<file path="config.mk">
export PLATFORM = sky130hd
export DESIGN_NAME = ccr_ctrl
export DESIGN_NICKNAME = d
export VERILOG_FILES = /design/src/hdl/ccr_pkg.sv /design/src/hdl/ccr_ctrl.sv
export SDC_FILE = /design/constraint.sdc
export NUM_CORES = 1
export LEC_CHECK = 0
export BUFFER_PORTS_ARGS = -buffer_cell sky130_fd_sc_hd__buf_2
export CAP_MARGIN = 20
export CORE_AREA = 4 4 41 43
export CTS_CLUSTER_DIAMETER = 120
export DETAILED_ROUTE_END_ITERATION = 8
export DIE_AREA = 0 0 45 47
export HOLD_SLACK_MARGIN = 0.12
export PLACE_DENSITY = 0.41
export SLEW_MARGIN = 20
export SYNTH_ARGS = -nofsm -noshare
export SYNTH_HDL_FRONTEND = slang
export SYNTH_SLANG_ARGS = --single-unit
</file>
<file path="constraint.sdc">
create_clock -name clock -period 2.67 [get_ports clock]
set_input_delay 0.534 -clock clock [delete_from_list [all_inputs] [get_ports clock]]
set_output_delay 0.534 -clock clock [all_outputs]
set_load 0.05 [all_outputs]
</file>
<file path="src/hdl/ccr_pkg.sv">
package ccr_pkg;

   // batch capacity and derived widths
   localparam int MAX_ITEMS  = 64;
   localparam int VALUE_W    = 32;
   localparam int RANK_W     = 6;
   localparam int IDX_W      = (MAX_ITEMS > 1) ? $clog2(MAX_ITEMS) : 1;
   localparam int CNT_W      = IDX_W + 1;

   // popcount tree: groups of compare bits summed in a first stage
   localparam int GROUP_SIZE = 8;
   localparam int NUM_GROUPS = (MAX_ITEMS + GROUP_SIZE - 1) / GROUP_SIZE;
   localparam int LT_W       = NUM_GROUPS * GROUP_SIZE;
   localparam int PART_W     = $clog2(GROUP_SIZE + 1);
   localparam int SUM_W      = $clog2(LT_W + 1);

   typedef enum logic [2:0] {
      S_LOAD,
      S_READ,
      S_CMP,
      S_SUM,
      S_OUT
   } ccr_state_type;

   typedef struct packed {
      logic load;   // word accepted on the input channel
      logic rd;     // read key from the value store
      logic cmp;    // compare key against all cells
      logic sum;    // first popcount stage
      logic emit;   // final sum into the output register
   } ccr_cmd_type;

   typedef struct packed {
      logic out_free;   // output register can take a rank this cycle
      logic idx_last;   // current key is the last stored value
   } ccr_status_type;

endpackage

</file>
<file path="src/hdl/ccr_ctrl.sv">
module ccr_ctrl (
   input  logic                    clock,
   input  logic                    reset,
   input  logic                    req_valid,
   input  logic                    req_last,
   input  ccr_pkg::ccr_status_type status,
   output logic                    req_ready,
   output ccr_pkg::ccr_cmd_type    cmd
);
   import ccr_pkg::*;

   ccr_state_type state_ff;
   ccr_state_type state_in;

   always_ff @(posedge clock) begin
      if (reset) begin
         state_ff <= S_LOAD;
      end else begin
         state_ff <= state_in;
      end
   end

   always_comb begin
      state_in  = state_ff;
      cmd       = '0;
      req_ready = 1'b0;
      case (state_ff)
         S_LOAD: begin
            req_ready = 1'b1;
            if (req_valid) begin
               cmd.load = 1'b1;
               if (req_last) begin
                  state_in = S_READ;
               end
            end
         end
         S_READ: begin
            cmd.rd   = 1'b1;
            state_in = S_CMP;
         end
         S_CMP: begin
            cmd.cmp  = 1'b1;
            state_in = S_SUM;
         end
         S_SUM: begin
            cmd.sum  = 1'b1;
            state_in = S_OUT;
         end
         S_OUT: begin
            if (status.out_free) begin
               cmd.emit = 1'b1;
               state_in = status.idx_last ? S_LOAD : S_READ;
            end
         end
         default: begin
            state_in = S_LOAD;
         end
      endcase
   end

endmodule

</file>
### Word-level counts from Yosys, hierarchy flattened

Index checks and enable logic that the tools add are counted.
W data, S select, Z words.

* register bits after elaboration: 3
* bits of input ports: 6
* output and inout port bits: 6
* logic and storage cells: 23

* eq/ne operators: 7
* multiplexer cells: 13
* reduce and logical (&&, ||, !) cells: 2

Operators with widths (number)
* $pmux W3 S5: 1
* $mux W1: 9
* $mux W3: 3
* $eq A3 B2 Y1 const B: 2
* $ne A2 B2 Y1 const B: 3
* $eq A3 B1 Y1 const B: 1
* $eq A3 B3 Y1 const B: 1
* $logic_not A3 Y1: 1
* $reduce_and A3 Y1: 1

### Logic depth before layout (Yosys ltp)

Gate-level depths: netlist (run 1).

* depth in word-level cells: 3
* depth in mapped cells: 3
* gate-level depth less buffers: 2

### Least setup slack after synthesis (run 1)

No wires, ideal clock.

* path type: flip-flop to output port
* from: reg state_ff[1]
* to: out cmd[4] (netlist name)
* data arrival time: 2.109 ns
* data required time: 2.136 ns
* slack: 0.027 ns
* cell stages (with the launch flop): 4
* buffers on the path: 1
* path through: dfxtp_1 buf_6 nor3_1 and2_1

RTL lines
* start: declaration: line ccr_ctrl.sv:12 `ccr_state_type state_ff;`
* start signal: assignment: line ccr_ctrl.sv:19 `state_ff <= state_in;`
* end: declaration: line ccr_ctrl.sv:8 `output ccr_pkg::ccr_cmd_type cmd`

==> impl_metrics.tcl, run 1 <==
set metrics [dict create \
    synth.distinct_cells 15 \
    r2r-start "state_ff[2]" \
    final_layout_size_suffix_gt1_frac 0.5455 \
    drc_errors 0 \
    cts.repair.resized 0 \
    regToRegEndpoint "state_ff[0]" \
    design_area_sq_um 292.8 \
    netlist_area_sq_um 222.7 \
    diodes 0 \
    power_density_mw_per_mm2 911.1 \
    first_pass_iters 4 \
    setup_viol 0 \
    reg_top3 "state_ff (3)" \
    start_util 0.1712 \
    timing.final.crit_share 0.6826 \
    io_buffers 11 \
    gp_congestion 0.7964 \
    max-slew-margin-rel 0.7731 \
    chipHeight_um 47 \
    required_ns 2.14 \
    rows 13 \
    floorplan.die.width_um 45 \
    htreeDepth 1 \
    tightest_slew_ns 0.3398 \
    grt_setup_unrepaired "no" \
    hold_path_class "primary input to register" \
    cts_tree "built" \
    rrSetupSlack_ns 1.59 \
    intPower_mw 0.1446 \
    place_area_sq_um 266.5 \
    power.switching_mw 0.1221 \
    cts_hold_buf 0 \
    outcome "finished clean" \
    path_class "register to output pin" \
    seq_power_share 0.271 \
    p_leak_nw 0.1419 \
    holdPathStages 2 \
    drv_cap 0 \
    seq_area_frac_synth 0.2697 \
    cts_root_buffer "clkbuf_4" \
    startpoint_type "register" \
    synth_warnings 0 \
    routed_wl_um 499 \
    largest_reg_flops 3 \
    p_clk_frac 0.292 \
    final_util 0.2250 \
    tns_ns 0 \
    rr_worst_depth 2 \
    arrival_ns 1.29 \
    switching_share 0.4579 \
    ant_nets 0 \
    routedWlPerCell_um 10.40 \
    vias_per_cell 4.000 \
    synthCells 21 \
    largest_register "state_ff" \
    antenna_found_initial 0 \
    grt_pass1_vias 196 \
    peakVddDrop_uv 252.4 \
    final-max-slew-violation-count 0 \
    clk_pin_slew_ns 0.03 \
    max_freq_mhz 548.7 \
    worstHoldStart "reset" \
    combPwrFrac 0.437 \
    grt.total_usage 0.05687 \
    hold_viol_final 0 \
    postCtsSetupRepairBufs 0 \
    nets 40 \
    dieArea_sq_mm 0.002115 \
    num_vias 192 \
    min_to "state_ff[0]" \
    core_area_sq_mm 0.001301 \
    end_kind "output pin" \
    io_pins 12 \
    numClockSinks 3 \
    grt_max_degree 11 \
    min_period_ns 1.822 \
    drt_iter0_markers 3 \
    clk_path_buf_depth 2 \
    syn_nets 27 \
    grt_pass1_wl_um 807 \
    area_delta_synth_final_pct 31.46 \
    grt_overflow 0 \
    cp_max_fo 9 \
    hpwl_um 381.7 \
    ys_ff_latch 3 \
    skew_ns 0.0006896 \
    insertion_delay_ns 0.23 \
    post_synth.cell_area_avg_sq_um 10.61 \
    cts_buffers 3 \
]
cells in the mapped netlist:
cell	number	share of area
o21ba_1	1	0.045
a2111oi_2	1	0.067
buf_4	1	0.034
and2_1	1	0.028
nor4b_1	1	0.039
o21a_1	1	0.034
xnor2_1	1	0.039
dfxtp_1	3	0.27
and3b_2	1	0.045
a211oi_2	1	0.056
buf_6	2	0.10
nand3b_4	1	0.090
nor3_1	3	0.067
nor3b_1	2	0.067
nand2_1	1	0.017
cell type report:
type	count	area, sq um
clock buffers	4	26.28
fillers	155	1008
multi-input cells	15	132.6
flip-flops and latches	3	60.06
well taps	15	18.77
repair buffers	11	55.05
logic make-up (layout without fill, tap and decap cells):
logic type / count (synthesis) / count (layout) / share of synthesized area
buf+inv: 3 / 15 / 0.1348
flops: 3 / 3 / 0.2697
simple gates: 10 / 10 / 0.3539
compound gates: 4 / 4 / 0.2022
xor+xnor: 1 / 1 / 0.03933
power by group through the flow:
stage / sequential, mW / clock (mW) / combinational [mW]
floorplan: 0.0553 / 0 / 0.120
global placement: 0.0715 / 0 / 0.118
detailed placement: 0.0729 / 0 / 0.118
CTS: 0.0722 / 0.0839 / 0.118
global route: 0.0747 / 0.0889 / 0.123
finish: 0.0722 / 0.0780 / 0.117
layer usage:
metal	global-route usage	routed length, um
met1	0.05682	216
met2	0.07910	258
met3	0.03831	24
met4	0.05263	0
met5	0	0
worst max-delay path, stage by stage, from the launching register on:
cell and delay [ns]:
dfxtp_1 0.39, nor3_1 0.26, and2_1 0.15, buf_2 0.25
cell usage in the layout, fill, tap and decap left out, drive strengths merged:
master	netlist	final
a2111oi	1	1
a211oi	1	1
and2	1	1
and3b	1	1
buf	3	11
clkbuf	0	4
dfxtp	3	3
nand2	1	1
nand3b	1	1
nor3	3	3
nor3b	2	2
nor4b	1	1
o21a	1	1
o21ba	1	1
xnor2	1	1
per-stage QoR:
stage	hold WS [ns]	setup slack [ns]	power [mW]	std cells
floorplan	0.5155	0.02673	0.1758	21
global placement	0.6270	1.043	0.1893	44
detailed placement	0.6399	1.033	0.1907	44
CTS	0.4912	0.8260	0.2741	48
global route	0.4965	0.7288	0.2868	48
finish	0.5024	0.8475	0.2668	48
how the worst max path moves through the flow:
stage,from,endpoint,cells after the start
after floorplan,state_ff[1],cmd[4],3
after global placement,status[1],cmd[0],4
after detailed placement,status[1],cmd[0],4
after CTS,state_ff[1],cmd[4],3
after global routing,state_ff[2],cmd[4],3
final,state_ff[1],cmd[4],3
Note: power is estimated with default switching activity, not from simulation.
==> inputs of run 2 (changes only) <==
==> constraint.sdc (replaced) <==
create_clock -name clock -period 1.8 [get_ports clock]
set_input_delay 0.36 -clock clock [delete_from_list [all_inputs] [get_ports clock]]
set_output_delay 0.36 -clock clock [all_outputs]
set_load 0.05 [all_outputs]
==> impl_metrics.tcl, run 2 (synthesis gave the netlist of run 1 again) <==
set metrics [dict create \
    outcome "finished clean" \
    dieArea_sq_mm 0.002115 \
    area_delta_synth_final_pct 43.26 \
    start_util 0.1712 \
    place_area_sq_um 292.8 \
    cts_hold_buf 0 \
    end_kind "output pin" \
    cts.repair.resized 0 \
    finalNonFillerCells 48 \
    routedWlPerCell_um 11.71 \
    num_vias 204 \
    max-slew-margin-rel 0.7062 \
    postCtsSetupRepairBufs 0 \
    grt_setup_unrepaired "no" \
    final_layout_size_suffix_gt1_frac 0.6667 \
    grt_overflow 0 \
    holdPathStages 2 \
    grt_pass1_wl_um 869 \
    clk_path_buf_depth 2 \
    largest_reg_flops 3 \
    regToRegEndpoint "state_ff[0]" \
    hpwl_um 402.3 \
    required_ns 1.44 \
    power.total_mw 0.4211 \
    cts_buffers 3 \
    rrSetupSlack_ns 0.63 \
    largest_register "state_ff" \
    htreeDepth 1 \
    design_area_sq_um 319.1 \
    tightest_slew_ns 0.4401 \
    core_area_sq_mm 0.001301 \
    seq_area_sq_um 60.06 \
    setup_viol 0 \
    grt_pass1_vias 206 \
    grt.total_usage 0.06324 \
    peakVddDrop_uv 368.8 \
    final_util 0.2452 \
    nets 40 \
    min_to "state_ff[0]" \
    gp_congestion 0.6994 \
    final_common_cell "buf_2" \
    antenna_found_initial 0 \
    r2r-start "state_ff[2]" \
    rr_worst_depth 2 \
    skew_ns 0.001977 \
    reg_top3 "state_ff (3)" \
    io_pins 12 \
    timing.final.crit_share 0.9501 \
    final-max-slew-violation-count 0 \
    drc_errors 0 \
    diodes 0 \
    timing.hold.ws_ns 0.3353 \
    cts_root_buffer "clkbuf_4" \
    setup_ws_ns 0.08978 \
    multiInputGateArea_sq_um 158.9 \
    routed_wl_um 562 \
    hold_path_class "primary input to register" \
    grt_max_degree 11 \
    numClockSinks 3 \
    max_freq_mhz 584.7 \
    tns_ns 0 \
    clk_pin_slew_ns 0.04 \
    min_period_ns 1.710 \
    drv_cap 0 \
    drt_iter0_markers 1 \
    hold_viol_final 0 \
    fillCellCount 155 \
    insertion_delay_ns 0.23 \
    layout_common_cells "11 x buf_2, 3 x clkbuf_4, 3 x dfxtp_1" \
    path_class "register to output pin" \
    ant_nets 0 \
    arrival_ns 1.35 \
    worstHoldStart "reset" \
    first_pass_iters 2 \
    floorplan.die.width_um 45 \
    dp_cells 44 \
    cts_tree "built" \
    chipHeight_um 47 \
    place_worst_setup_slack_ns 0.3379 \
    power_density_mw_per_mm2 1320 \
    rows 13 \
    startpoint_type "register" \
    io_buffers 11 \
    vias_per_cell 4.250 \
    p_leak_nw 0.1564 \
    cp_max_fo 9 \
]
## run 2: changes by cell type in the layout (fill, tap and decap cells not counted)
| cell | before | now |
|---|---|---|
| nor3_1 | 3 | 1 |
| nor3b_1 | 2 | 0 |
| nor3b_2 | 0 | 2 |
| nor3_2 | 0 | 1 |
| nor3_4 | 0 | 1 |
## run 2: routing by layer
layer | vias to the layer above | global-route usage | part of all wire
li1 | 100 | - | -
met1 | 98 | 0.05467 | 0.40
met2 | 6 | 0.09887 | 0.55
met3 | 0 | 0.01149 | 0.052
met4 | 0 | 0.1053 | 0
met5 | - | 0 | 0
## run 2: critical path, stage by stage (launching register included)
cell	delay, ns
dfxtp_1	0.58
and3b_2	0.27
buf_2	0.26
## run 2: worst max path at each step
| stage | end | from | cells after the start |
|---|---|---|---|
| after global placement | cmd[1] | state_ff[0] | 2 |
| after detailed placement | cmd[1] | state_ff[0] | 2 |
| after floorplan | cmd[4] | state_ff[1] | 3 |
| after CTS | cmd[1] | state_ff[0] | 2 |
| final | cmd[1] | state_ff[0] | 2 |
| after global routing | cmd[3] | state_ff[0] | 2 |
## run 2: area by class of cell
cell class,count,area share
well taps,15,0.05882
repair buffers,11,0.1725
clock buffers,4,0.08235
multi-input cells,15,0.4980
flip-flops and latches,3,0.1882
## run 2: report_power, final
part / total, mW / switching, mW / internal (mW)
registers: 0.115 / 0.0373 / 0.0779
logic: 0.184 / 0.121 / 0.0632
clock network: 0.122 / 0.0386 / 0.0833
